$ cat config.mk
export PLATFORM = sky130hd
export DESIGN_NAME = qdws_div
export DESIGN_NICKNAME = d
export VERILOG_FILES = /design/src/rtl/qdws_div.sv
export SDC_FILE = /design/constraint.sdc
export NUM_CORES = 1
export LEC_CHECK = 0
export ABC_AREA = 1
export ABC_CLOCK_PERIOD_IN_PS = 2300
export BUFFER_PORTS_ARGS = -buffer_cell sky130_fd_sc_hd__buf_2
export CAP_MARGIN = 25
export CELL_PAD_IN_SITES_DETAIL_PLACEMENT = 1
export CELL_PAD_IN_SITES_GLOBAL_PLACEMENT = 1
export CORE_ASPECT_RATIO = 1.25
export CORE_UTILIZATION = 38
export CTS_BUF_LIST = sky130_fd_sc_hd__clkbuf_4 sky130_fd_sc_hd__clkbuf_8
export DETAILED_ROUTE_END_ITERATION = 10
export HOLD_SLACK_MARGIN = 0.06
export PLACE_DENSITY_LB_ADDON = 0.15
export SLEW_MARGIN = 20
export SYNTH_ARGS = -nofsm -noshare
export SYNTH_HDL_FRONTEND = slang
export SYNTH_SLANG_ARGS = --single-unit
$ cat constraint.sdc
create_clock -name clk -period 2.3 [get_ports clk]
set_input_delay 0.23 -clock clk [delete_from_list [all_inputs] [get_ports clk]]
set_output_delay 0.23 -clock clk [all_outputs]
set_load 0.02 [all_outputs]
$ cat src/rtl/qdws_div.sv
// Radix-2 restoring divider, 64 by 64 bits, one quotient bit per cycle.
// Depends on nothing.
`default_nettype none
module qdws_div (
	input  wire logic        clk,
	input  wire logic        arst_n,
	input  wire logic        start,
	input  wire logic [63:0] dividend,
	input  wire logic [63:0] divisor,
	output logic             done,
	output logic [63:0]      quotient
);
	logic [63:0] rem_q, quo_q, dvs_q;
	logic [6:0]  cnt_q;
	logic        busy_q;
	logic [64:0] trial;

	assign trial = {rem_q, quo_q[63]} - {1'b0, dvs_q};

	always_ff @(posedge clk or negedge arst_n) begin
		if (!arst_n) begin
			busy_q <= 1'b0;
			done   <= 1'b0;
			cnt_q  <= '0;
		end else begin
			done <= 1'b0;
			if (start) begin
				busy_q <= 1'b1;
				cnt_q  <= 7'd64;
			end else if (busy_q) begin
				cnt_q <= cnt_q - 7'd1;
				if (cnt_q == 7'd1) begin
					busy_q <= 1'b0;
					done   <= 1'b1;
				end
			end
		end
	end

	always_ff @(posedge clk) begin
		if (start) begin
			rem_q <= '0;
			quo_q <= dividend;
			dvs_q <= divisor;
		end else if (busy_q) begin
			if (!trial[64]) begin
				rem_q <= trial[63:0];
				quo_q <= {quo_q[62:0], 1'b1};
			end else begin
				rem_q <= {rem_q[62:0], quo_q[63]};
				quo_q <= {quo_q[62:0], 1'b0};
			end
		end
	end

	assign quotient = quo_q;
endmodule
`default_nettype wire

==> After elaboration in Yosys (flattened, before gate mapping) <==
Index checks and enable logic that the tools add are counted.
{ "totals": {"ff_bits": 201, "in_bits": 131, "word_cells": 22, "output_inout_bits": 65} }
{ "op_classes": {"mux": 12, "eq_ne": 1, "add_sub_neg": 2, "n_reduce_logical": 1} }
{ "op_table": {"columns": ["op", "count"], "rows": [
  ["64-bit 2-to-1 mux", 3],
  ["65-bit by 64-bit subtractor with 65-bit output", 1],
  ["7-bit 2-to-1 mux", 2],
  ["7-bit by 1-bit == test with 1-bit output (second input constant)", 1],
  ["1-bit 2-to-1 mux", 7],
  ["7-bit by 1-bit subtractor with 7-bit output (second input constant)", 1],
  ["2-bit nonzero test", 1]
]} }

==> Depth between registers and ports, before layout <==
{ "depth": {"word_depth": 4, "ltp_mapped": 21, "ltp_nobuf": 19} }

==> Least setup slack after synthesis <==
OpenSTA, ideal clock, no wires.
{ "synth_timing": {"path_kind": "register to register", "from": "reg quo_q[63] (netlist: quotient[63])", "to": "reg quo_q[0] (netlist: quotient[0]), data pin", "slack_ns": -0.357, "path_buffers": 2, "t_arrival_ns": 2.388, "period_less_slack_ns": 2.657, "path_stages_with_launch": 20, "cell_sequence": "edfxtp_1 -> inv_1 -> ha_1 -> fa_1 -> inv_1 -> nand2_1 -> nand2_1 -> nand3_1 -> nand2_2 -> nand2_1 -> nand2_2 -> nand2_1 -> nand2_2 -> nand2_4 -> nand2_4 -> nand2_2 -> nand2_2 -> buf_12 -> buf_6 -> o21ai_0"} }
{ "synth_via": {"elab_chain_cells": 4} }
{ "synth_lines": {"columns": ["element", "line", "text"], "rows": [
  ["start, declared", "13", "logic [63:0] rem_q, quo_q, dvs_q;"],
  ["start signal, assigned", "43", "quo_q <= dividend;"],
  ["start signal, assigned", "48", "quo_q <= {quo_q[62:0], 1'b1};"],
  ["start signal, assigned", "51", "quo_q <= {quo_q[62:0], 1'b0};"],
  ["65-bit by 64-bit subtractor with 65-bit output", "18", "assign trial = {rem_q, quo_q[63]} - {1'b0, dvs_q};"],
  ["1-bit 2-to-1 mux", "46", "if (!trial[64]) begin"],
  ["64-bit 2-to-1 mux", "45", "end else if (busy_q) begin"],
  ["64-bit 2-to-1 mux", "41", "if (start) begin"]
]} }
Every way passes these cells. The select of a mux whose other input is x is not followed.
A chain may end at the register's enable or synchronous reset.

==> Final worst setup path <==
{ "layout_timing": {"from": "reg quo_q[63] (netlist: quotient[63])", "to": "reg rem_q[38]"} }
{ "layout_via": {"elab_chain_cells": 2} }
{ "layout_lines": {"columns": ["element", "line", "text"], "rows": [
  ["65-bit by 64-bit subtractor with 65-bit output", "18", null],
  ["64-bit 2-to-1 mux", "46", null],
  ["end signal, assigned", "47", "rem_q <= trial[63:0];"],
  ["end signal, assigned", "50", "rem_q <= {rem_q[62:0], quo_q[63]};"],
  ["end, declared", "13", null]
]} }
Every way passes these cells.

==> run summary <==
Outcome -> finished, violations left
Failing checks -> setup timing
Area grow syn2layout -> 48.2%
PnR worst setup slack -> -0.451 ns
R2R Setup Slk -> -0.45 ns
Min Tclk post-route -> 2.75 ns
Leakage power total -> 12.2 nW
Layout net count -> 3144
Crit path max-delay cell type -> edfxtp_1
Final Cycle Share -> 1.20
Layout cells sized above 1 -> 0.263
Crit Path Max Fanout -> 8
Fin util -> 0.576
GRT overflow -> 0
Die W -> 177 um
Share of the synthesized area in the top cell type -> 0.266
Critical path's most frequent cell -> nand2_2
DR DRC count -> 0
Routed WL -> 65.7 mm
FP Rows -> 79
Routed Antenna Nets -> 0
Total number of vias -> 17000
Worst Path Buf+Inv -> 4
Clk slew on worst S/H paths -> 0.08 ns
Setup TNS -> -25.24 ns
CP top delay family -> simple AND/OR/NAND/NOR gates
Sink Count -> 201
First-pass detailed-route iteration total -> 5
CP Data Required Time -> 2.77 ns
Synth top area cells -> nand2_1 27%, edfxtp_1 26%, inv_1 13%, dfxtp_1 8.8%, ha_1 5.7%
Synth unique cells -> 35
Total GRT Usage -> 0.327
Power per standard cell area -> 460 mW/mm^2
Seq/Total Area, Yosys -> 0.367
Clk_lat worst skew -> 0.62 ns
RSZ-0062 raised after global routing -> yes
Reg2reg path depth -> 21
Sequential Power Share -> 0.430
HP Class -> input port to flip-flop
Slowest cell delay on critical path -> 0.41 ns
Commonest non-fill, non-tap cells in the layout -> 987 x nand2_1, 489 x inv_1, 316 x buf_4
Worst-Margin Slew -> 0.836 ns
TritonCTS clock tree -> done
VDD IR max -> 0.000595 V
CP Capture Type -> flip-flop
Vias in the first global route -> 18700
Via density -> 4.90
Core region area -> 0.0375 sq mm
Synth area leader -> nand2_1
Total CTS buffers -> 35
Sw Ratio -> 0.301
Kind of critical path -> flip-flop to flip-flop
Yosys reg bits -> 201
Net switching power -> 2.99 mW
Relative slew slack -> 0.443
Cell Count Post-Placement -> 3238
Ys Warns -> 0
Fin Clk Skew -> 0.0510 ns
Design Power -> 9.93 mW
H-tree depth reported by CTS -> 2
Clk Tree Root Cell -> clkbuf_8
DR WL/cell -> 19.0 um
Detail Placement HPWL -> 43.4 mm
Max Clock Freq -> 364 MHz
Cells after synthesis -> 2281
Final slew viol count -> 0
Clock Power Share -> 0.376
Worst path cell trace -> inv_2 > ha_4 > fa_2 > inv_2 > nand2_2 > nand2_2 > nand3_2 > nand2_2 > nand2_2 > nand2_2 > nand2_2 > nand2_4 > nand2_4 > nand2_4 > buf_6 > nand2_8 > nand2_8 > buf_12 > nand2_1 > nand3_1 > nand2_1
Mapped cell area -> 0.0146 sq mm
# port buffers -> 195
Most common library cell in the layout ignoring fill and taps -> nand2_1
Critical path depth -> 21
Initial Util -> 0.389
Hold Path Stages -> 2
Pin count of the biggest net entering global routing -> 118
Synthesized area per cell -> 6.39 sq um
WP data arrival -> 3.22 ns
Max_cap viols -> 0
Syn_nets -> 2479
Die footprint -> 0.0391 sq mm
Launching element type of the critical path -> flip-flop
1st-iter DRT viols -> 826
Die Y-Extent -> 221 um
Initial antenna violation count -> 0
Fin. Hold Viols -> 0
CTS Buffer Depth -> 3
Antenna Cells -> 0
Combinational Power Share -> 0.194
Final std cells w/o fill -> 3458
Cell-internal power -> 6.94 mW
RePlAce Congestion -> 0.944
Ports -> 196
Setup Viol. Count Final -> 65
First-pass GRT wire length -> 99.1 mm
repair_timing:
item | 4_1_cts | 5_1_grt
endpoints found under the setup margin | 65 | 65
resized for setup | 49 | 67
setup buffers | 12 | 3
cloned | 7 | 5
hold buffers | 130 | 1
pin swaps | 21 | 29
endpoints found under the hold margin | 149 | 12
cells by family after synthesis:
logic type,Yosys count,share of synthesized area
DFF,201,0.367
adders and majority gates,67,0.0581
buffers and inverters,537,0.146
and+or+nand+nor,1373,0.384
xor gates and xnor gates,31,0.0186
AOI/OAI and AO/OA,72,0.0253
power groups by stage:
stage / logic, mW / registers (mW) / clock network, mW
after detailed placement: 1.61 / 4.30 / 0
final: 1.93 / 4.27 / 3.73
after global placement: 1.55 / 4.30 / 0
after global routing: 2.08 / 4.29 / 3.94
after CTS: 1.81 / 4.24 / 3.74
after floorplan: 0.685 / 4.44 / 0
worst register-to-register path, cell delays in order (launching register included):
cell and delay [ns]:
edfxtp_1 0.41, inv_2 0.08, ha_4 0.17, fa_2 0.38, inv_2 0.10, nand2_2 0.06
nand2_2 0.07, nand3_2 0.06, nand2_2 0.09, nand2_2 0.06, nand2_2 0.07, nand2_2 0.07
nand2_4 0.09, nand2_4 0.07, nand2_4 0.09, buf_6 0.12, nand2_8 0.06, nand2_8 0.17
buf_12 0.17, nand2_1 0.08, nand3_1 0.09, nand2_1 0.06
stage by stage:
stage	cell area, sq um	setup slack, ns	hold WS, ns
finish	21600	-0.451	0.324
global route	21600	-0.556	0.310
CTS	21200	-0.294	0.00259
detailed placement	18600	-0.354	0.0946
global placement	18600	-0.277	0.0933
floorplan	14800	-0.237	-0.0656
routing by layer:
metal | share of wire | GRT usage | up-vias
met2 | 0.52 | 0.601 | 471
met3 | 0.042 | 0.0448 | 141
met5 | 0 | 0 | -
li1 | - | - | 8157
met4 | 0.042 | 0.148 | 0
met1 | 0.39 | 0.366 | 8184
registers in the layout (all words and copies together) (netlist names):
register and count:
quotient 64, dvs_q 64, done 1, rem_q 64, cnt_q 7, busy_q 1
cell type report:
class / count / area [sq um]
multi-input cells: 1544 / 7760
fillers: 4863 / 15900
flip-flops and latches: 201 / 5350
clock inverters: 5 / 66.3
clock buffers: 58 / 692
inverters: 496 / 1870
repair buffers: 668 / 5250
well taps: 486 / 608
worst paths after layout:
check | endpoint | startpoint
max in group asynchronous | cnt_q[0] | arst_n
min in group asynchronous | done | arst_n
hold / removal | dvs_q[9] | divisor[9]
hold reg to reg | rem_q[17] | rem_q[17]
setup reg to reg | rem_q[38] | quotient[63]
setup / recovery | rem_q[38] | quotient[63]
cell usage after synthesis, drive strengths merged:
master	n
nand3	133
buf	14
nand2	1079
o22ai	1
fa	1
and3	2
o21ai	19
nand4	10
inv	496
nor4	2
ha	66
xor2	5
edfxtp	128
o21bai	1
dfrtp	9
nand3b	6
and2	5
xnor2	26
dfxtp	64
nor2	119
nor3	17
a21oi	51
clkbuf	27
Power figures use the tool's default switching activity.
