File: config.mk
export PLATFORM = sky130hd
export DESIGN_NAME = qdws_ring
export DESIGN_NICKNAME = d
export VERILOG_FILES = /design/src/rtl/qdws_ring.sv
export SDC_FILE = /design/constraint.sdc
export NUM_CORES = 1
export LEC_CHECK = 0
export ABC_CLOCK_PERIOD_IN_PS = 14140
export BUFFER_PORTS_ARGS = -buffer_cell sky130_fd_sc_hd__buf_2
export CAP_MARGIN = 10
export CORE_ASPECT_RATIO = 1.4
export CORE_UTILIZATION = 57
export CTS_CLUSTER_SIZE = 12
export DETAILED_ROUTE_END_ITERATION = 8
export GPL_TIMING_DRIVEN = 0
export PLACE_DENSITY = 0.75
export SYNTH_ARGS = -nofsm -noshare
export SYNTH_HDL_FRONTEND = slang
export SYNTH_SLANG_ARGS = --single-unit
File: constraint.sdc
create_clock -name clk -period 14.14 [get_ports clk]
set_input_delay 2.121 -clock clk [delete_from_list [all_inputs] [get_ports clk]]
set_output_delay 2.121 -clock clk [all_outputs]
set_load 0.02 [all_outputs]
File: src/rtl/qdws_ring.sv
// Endpoint ring memory: count and time per entry, one write and one read port,
// registered read data. Depends on nothing.
`default_nettype none
module qdws_ring #(
	parameter int unsigned DEPTH = 9,
	parameter int unsigned AW    = 4
) (
	input  wire logic          clk,
	input  wire logic          we,
	input  wire logic [AW-1:0] waddr,
	input  wire logic [63:0]   wdata,
	input  wire logic [AW-1:0] raddr,
	output logic [63:0]        rdata
);
	logic [63:0] mem [DEPTH];

	always_ff @(posedge clk) begin
		if (we) mem[waddr] <= wdata;
		rdata <= mem[raddr];
	end
endmodule
`default_nettype wire

# After elaboration in Yosys (flattened, before gate mapping)
# Memory sizes are Yosys's and may differ from the RTL's. A register that Yosys moved wholly into a read port is not among the register bits.
# Index checks and enable logic that the tools add are counted.
[word_totals] ramBits=576 out_inout_bits=64 mem_bits_ro=0 inputBits=74 latch_bits=0 ff_bits=0 elab_cells=3 mem_count=1
[classes] n_lt_le_gt_ge=0 muxes=2 mul=0 n_reduce_logical=0 div=0 add_sub_neg=0 eq_ne=0 n_bitwise=0 shift=0
[memory_table] name="mem" depth=9 word_bits=64 rd=1 rd_ports_with_merged_regs=1 wr=1 line_no="15" rtl="logic [63:0] mem [DEPTH];"
[op_table] op="1-bit 2-to-1 mux" n=2

# Logic depth before layout (Yosys ltp)
# Gate-level depths: netlist of the first run.
[logic_depth] word_depth=2 depth_mapped=6 depth_no_buf=3

# Worst setup path after synthesis of the first run
# OpenSTA, ideal clock, no wires.
[synth_timing] path_type="input port to flip-flop" start="input waddr[1]" end="memory mem[8][0] (enable)" setup_time_ns=0.651 path_stages=1 t_required_ns=13.489 slack_ns=5.089 arrival_time_ns=8.400 n_path_buf=0 path_cell_list="nor4_1"
[synth_lines] item="start, declared" line_no="10" rtl="input wire logic [AW-1:0] waddr,"
[synth_lines] item="end, declared" line_no="15"
# Straight into the memory's write port.

# Final worst setup path of the first run
[layout_timing] start="input waddr[2]" end="memory mem[0][58] (enable)"
# Straight into the memory's write port.

==> reports/metrics.yaml, run 1 <==
place:
  dp_slack_ns: 9.77
  port_buffers: 135
  dpl_cell_area_um2: 26000
  dp_hpwl_um: 34200
  gp_congestion: 0.756
layout:
  final_cell_mix: "edfxtp_1, buf_2, mux2i_1, mux2_2, clkbuf_1"
  num-nets-final: 1554
  drive_gt1_share_pct: 31.4
  finalCoreUtilization_pct: 67.2
  layout_commonest_cell: "edfxtp_1"
  fin_area_um2: 27800
  syn_to_final_growth_pct: 16.1
logic_synthesis:
  yosys.cell_types.count: 22
  ys.warnings.count: 0
  syn_inst: 1240
  ys_seq_elements: 640
  async_flop_share_pct: 0
  ys.flop_type: "edfxtp_1"
  ys_seq_area_share_pct: 77.7
  synth_edf_count: 576
  synth_simple_gate_area_share_pct: 1.40
  synthMuxAreaShare_pct: 11.4
  synth_fp_nets: 1314
  synth_xor_area_share_pct: 0
  synthAdderAreaFrac_pct: 0
  synth_compound_area_share_pct: 7.37
  synth_top_family_by_area: "multiplexers"
  synth_area_um2: 23900
  avgSynthCellArea_um2: 19.3
critical_path:
  crit_chain: "buf_2, or3b_2, nor3_2, buf_6, buf_6, buf_8"
  critPathLaunchType: "input pin"
  cp.required_ns: 14.45
  cp.arrival_ns: 4.10
  worstPathMaxFanout: 9
  slowest_stage: "nor3_2"
  cpPeakStageDelay_ns: 0.65
  reg2regPathDepth: 3
  path_common_cell: "buf_6"
  critPathKind: "input pin to flop"
  end_kind: "flop"
timing:
  rsz0062_at_grt: "no"
  slew_headroom_pct: 24.5
  hold_ws_ns: 0.456
  period_share_pct: 26.8
  skew_ns: 0.0130
  max_slew.worst_pin.slew_ns: 1.13
  finalSetupViolCount: 0
  fin_ws_ns: 10.35
  hold_viol: 0
  final.min_clock_period_ns: 3.79
  fmax_mhz: 264
  drv_slew: 0
clock_tree:
  clockRootBuffer: "clkbuf_16"
  h-tree-depth: 2
  cts_sinks: 640
  tritoncts: "yes"
  cts_hold_buffers: 0
  cts_made_buffers: 60
  cts-resized-gates: 0
  postCtsSetupBuffers: 0
  clk_pin_slew_ns: 0.06
  insertion_delay_ns: 0.60
  clk_path_buf_depth: 3
floorplan:
  die_y_um: 244
  num_io_pins: 138
  rows: 88
  core-area_um2: 41300
  start_util_pct: 57.9
  die_x_um: 175
  die_area_um2: 42800
power_and_ir_drop:
  vdd_drop_max_mv: 0.116
  p_leak_uw: 0.00966
  finalPower_uw: 3840
  p_per_area_nw_per_um2: 138
grt:
  grt_max_degree: 26
  grtUsageTotal_pct: 25.2
  grt_pass1_vias: 13033
  gr-total-overflow: 0
  antenna_found_initial: 7
  grt_pass1_wl_um: 79100
worst_hold_path:
  min_path_cells: 2
  hold_path.class: "flop to flop"
drt:
  ant_nets: 0
  wl_um: 53200
  vias: 12294
  drt-vias-per-instance: 5.92
  wl_per_cell_um: 25.6
  drt_iter0_drc: 1173
  first_pass_iters: 5
  drc: 0
run:
  drv_cap: 0
status:
  status: "complete, no violations"
==> worst paths after layout <==
| path | startpoint | end | slack [ns] |
|---|---|---|---|
| worst max-delay path | waddr[2] | mem[0][58]$_DFFE_PP_ | 10.35 |
| worst min-delay path | mem[8][14]$_DFFE_PP_ | rdata[14]$_DFF_P_ | 0.46 |
| worst max register to register | mem[4][12]$_DFFE_PP_ | rdata[12]$_DFF_P_ | 13.00 |
| worst min register to register | mem[8][14]$_DFFE_PP_ | rdata[14]$_DFF_P_ | 0.46 |
==> layer usage <==
layer  track usage (%)  wire [um]  share of wire [%]  up-vias
met1              31.3      20200                 38     6274
met3              3.78       3370                6.3       90
met2              45.0      28200                 53      474
li1                  -          -                  -     5450
met5                 0         40              0.075        -
met4              8.75       1360                2.6        6
==> cell usage after synthesis, types with 3 or more instances <==
cell type / count / area share (%)
nor2_1: 7 / 0.11
clkbuf_1: 31 / 0.49
mux2i_1: 128 / 5.4
o31ai_2: 64 / 3.3
dfxtp_1: 64 / 5.4
mux2_2: 128 / 6.0
nand2b_1: 3 / 0.079
buf_6: 14 / 0.66
buf_1: 6 / 0.094
a22o_1: 64 / 2.3
nand2_1: 67 / 1.1
o22ai_1: 64 / 1.7
buf_12: 6 / 0.50
buf_2: 4 / 0.084
edfxtp_1: 576 / 72
buf_4: 6 / 0.19
==> critical path, delay by kind of cell <==
kind | cells | cell delay, ns
buffers and inverters | 4 | 0.70
and+or+nand+nor | 2 | 1.25
==> state kept, by name, indices dropped and copies added (netlist names) <==
signal and count:
mem 576, rdata 64
==> final cells by class <==
type	instances	area, um^2
Tap cell	540	676
Multi-Input combinational cell	531	4880
Clock buffer	108	1730
Buffer	69	512
Timing Repair Buffer	178	1330
Antenna cell	6	15.0
Fill cell	2722	13500
Clock inverter	4	31.3
Sequential cell	640	18600
==> power by group <==
part	internal [uW]	switching [uW]	total (uW)
logic	91.6	150	242
clock network	821	652	1470
registers	2110	12.4	2120
==> logic make-up (layout without fill, tap and decap cells) <==
logic type	after synthesis	in the layout
other	0	6
AND/OR/NAND/NOR	83	83
buffers and inverters	69	359
AO/OA/AOI/OAI	192	192
multiplexers	256	256
flip-flops	640	640
==> metrics by stage <==
| stage | std cells | setup TNS (ns) |
|---|---|---|
| finish | 2076 | 0 |
| detailed placement | 1958 | 0 |
| global placement | 1915 | -73.57 |
| floorplan | 1240 | 0 |
| global route | 2074 | 0 |
| CTS | 2070 | 0 |
Power figures use the tool's default switching activity.
==> run 2: changes to the inputs <==
--- a/config.mk
+++ b/config.mk
@@ -5,11 +5,11 @@
 export SDC_FILE = /design/constraint.sdc
 export NUM_CORES = 1
 export LEC_CHECK = 0
-export ABC_CLOCK_PERIOD_IN_PS = 14140
+export ABC_CLOCK_PERIOD_IN_PS = 3100
 export BUFFER_PORTS_ARGS = -buffer_cell sky130_fd_sc_hd__buf_2
 export CAP_MARGIN = 10
 export CORE_ASPECT_RATIO = 1.4
-export CORE_UTILIZATION = 57
+export CORE_UTILIZATION = 54
 export CTS_CLUSTER_SIZE = 12
 export DETAILED_ROUTE_END_ITERATION = 8
 export GPL_TIMING_DRIVEN = 0
==> constraint.sdc (replaced) <==
create_clock -name clk -period 3.1 [get_ports clk]
set_input_delay 0.465 -clock clk [delete_from_list [all_inputs] [get_ports clk]]
set_output_delay 0.465 -clock clk [all_outputs]
set_load 0.02 [all_outputs]
==> reports/metrics.yaml, run 2 (same netlist as run 1, synthesis figures left out) <==
drt:
  first_pass_iters: 7  # +2
  ant_nets: 0  # unchanged
  drt-vias-per-instance: 5.86  # -1.1%
  wl_um: 51300  # -3.5%
  drt_iter0_drc: 1153  # -1.7%
  vias: 12130  # -1.3%
  drc: 20  # +20
  wl_per_cell_um: 24.8  # -3.3%
timing:
  skew_ns: 0.0157  # +0.00273 ns
  drv_slew: 0  # unchanged
  finalSetupTns_ns: 0  # unchanged
  hold_viol: 0  # unchanged
  period_share_pct: 65.9
  finalSetupViolCount: 0  # unchanged
  max_slew.worst_pin.slew_ns: 1.23  # +0.0984 ns
  rsz0062_at_grt: "no"
  final.min_clock_period_ns: 2.04
  slew_headroom_pct: 18.3  # -6.3 points
  fmax_mhz: 490
floorplan:
  rows: 90  # +2.3%
  die_y_um: 251  # +2.7%
  core-area_um2: 43400  # +5.0%
  num_io_pins: 138  # unchanged
  start_util_pct: 55.1  # -2.8 points
  die_x_um: 180  # +2.7%
  die_area_um2: 45100  # +5.5%
power_and_ir_drop:
  swShare_pct: 21.0  # -0.23 points
  clock_power_share_pct: 38.4  # about the same
  p_leak_uw: 0.00958  # -0.84%
  vdd_drop_max_mv: 0.464  # +300%
  p_per_area_nw_per_um2: 632  # +360%
  power_frac_seq_pct: 55.4  # about the same
  internal_power_uw: 13800  # +360%
  switchingPower_uw: 3670  # +350%
  pwr-share-comb_pct: 6.3  # about the same
place:
  dpl_cell_area_um2: 25900  # -0.37%
  dp_hpwl_um: 32600  # -4.7%
  dpl.cell_count: 1953  # -0.26%
  port_buffers: 135  # unchanged
  gp_congestion: 0.750  # -0.89%
clock_tree:
  h-tree-depth: 2  # unchanged
  clockRootBuffer: "clkbuf_16"
  cts_sinks: 640  # unchanged
  cts_hold_buffers: 0  # unchanged
  insertion_delay_ns: 0.60  # about the same
  clk_path_buf_depth: 3  # unchanged
  cts_made_buffers: 60  # unchanged
  postCtsSetupBuffers: 0  # unchanged
  tritoncts: "yes"
  cts-resized-gates: 0  # unchanged
  clk_pin_slew_ns: 0.06  # about the same
layout:
  layout_commonest_cell: "edfxtp_1"
  fin_area_um2: 27700  # -0.32%
  fillers: 2959  # +8.7%
  multiInputGateArea_um2: 4900  # +0.44%
  drive_gt1_share_pct: 30.6  # -0.81 points
  final_cell_mix: "edfxtp_1, buf_2, mux2i_1, mux2_2, clkbuf_1"
  finalCoreUtilization_pct: 63.8  # -3.4 points
  num-nets-final: 1537  # -1.1%
  top_register: "mem"
  syn_to_final_growth_pct: 15.7
  largest_registers: "mem: 576 flops, rdata: 64 flops"
  largest_reg_flops: 576  # unchanged
  layoutNonFillerInstCount: 2071  # -0.24%
  regArea_um2: 18600  # unchanged
critical_path:
  reg2reg_from: "mem[2][33]$_DFFE_PP_"
  reg2regPathDepth: 3  # unchanged
  reg2reg_slack_ns: 1.92  # -11.08 ns
  critPathKind: "input pin to flop"
  cp.required_ns: 3.40  # -11.05 ns
  critPathLaunchType: "input pin"
  rr_endpoint: "rdata[33]$_DFF_P_"
  cp.arrival_ns: 2.34  # -1.76 ns
  worstPathMaxFanout: 14  # +5
  end_kind: "flop"
worst_hold_path:
  hold_path.class: "input pin to flop"
  holdPathEnd: "mem[0][39]$_DFFE_PP_"
  hold_start: "wdata[39]"
  min_path_cells: 1  # -1
run:
  drv_cap: 0  # unchanged
grt:
  grt_pass1_wl_um: 76500  # -3.3%
  grt_max_degree: 25  # -3.8%
  grt_pass1_vias: 12671  # -2.8%
  grtUsageTotal_pct: 22.9  # -2.3 points
  antenna_found_initial: 3  # -4
  gr-total-overflow: 0  # unchanged
status:
  violations: "DRC"
  status: "finished, violations left"
-- run 2: changes by cell type in the layout (fill, tap and decap cells not counted) --
cell,change
buf_12,+4
buf_4,-9
clkbuf_1,+2
diode_2,-2
nor4_4,+1
buf_8,+2
nor3_4,+2
buf_16,-1
nor4_2,-1
nor3_2,-2
buf_6,-13
clkbuf_8,+1
inv_6,-1
-- run 2: final cells by class --
cell class,count,area share (%)
repair buffers,161,4.35
well taps,552,2.50
multi-input cells,531,17.7
clock buffers,111,6.34
clock inverters,3,0.0814
plain buffers,69,1.85
flip-flops and latches,640,67.1
diodes,4,0.0362
-- run 2: critical path, stage by stage --
cell and delay [ns]:
buf_2 0.12, or3b_2 0.60, nor3_4 0.73, buf_16 0.24, buf_16 0.17
-- run 2: layer usage --
metal / up-vias / wire (um) / GRT usage, %
met4: 2 / 1480 / 8.55
met2: 432 / 26800 / 40.8
met3: 92 / 3050 / 3.81
met5: - / 12 / 0
met1: 6187 / 20000 / 28.1
li1: 5417 / - / -
-- run 2: how the worst max path moves through the flow --
stage | from | endpoint
after floorplan | waddr[2] | mem[3][0]$_DFFE_PP_
after global placement | waddr[2] | mem[2][18]$_DFFE_PP_
after detailed placement | waddr[2] | mem[0][18]$_DFFE_PP_
after CTS | waddr[2] | mem[0][19]$_DFFE_PP_
after global routing | waddr[2] | mem[0][19]$_DFFE_PP_
final | waddr[2] | mem[0][19]$_DFFE_PP_
-- run 2: power groups by stage --
| stage | clock [uW] | sequential [uW] | combinational (uW) |
|---|---|---|---|
| 6_report | 6710 | 9680 | 1090 |
| 3_3_place_gp | 0 | 9870 | 1040 |
| 2_1_floorplan | 0 | 9950 | 555 |
| 4_1_cts | 6790 | 9680 | 1100 |
| 3_5_place_dp | 0 | 9860 | 1100 |
| 5_1_grt | 7130 | 9690 | 1160 |
-- run 2: stage by stage --
step | hold WS, ns | total power, uW | setup WS (ns)
final | 0.140 | 17500 | 1.06
after global routing | 0.118 | 18000 | 1.01
after CTS | 0.107 | 17600 | 1.05
after detailed placement | 0.440 | 11000 | 0.429
after global placement | 0.433 | 10900 | -3.79
after floorplan | 0.427 | 10500 | -1.08
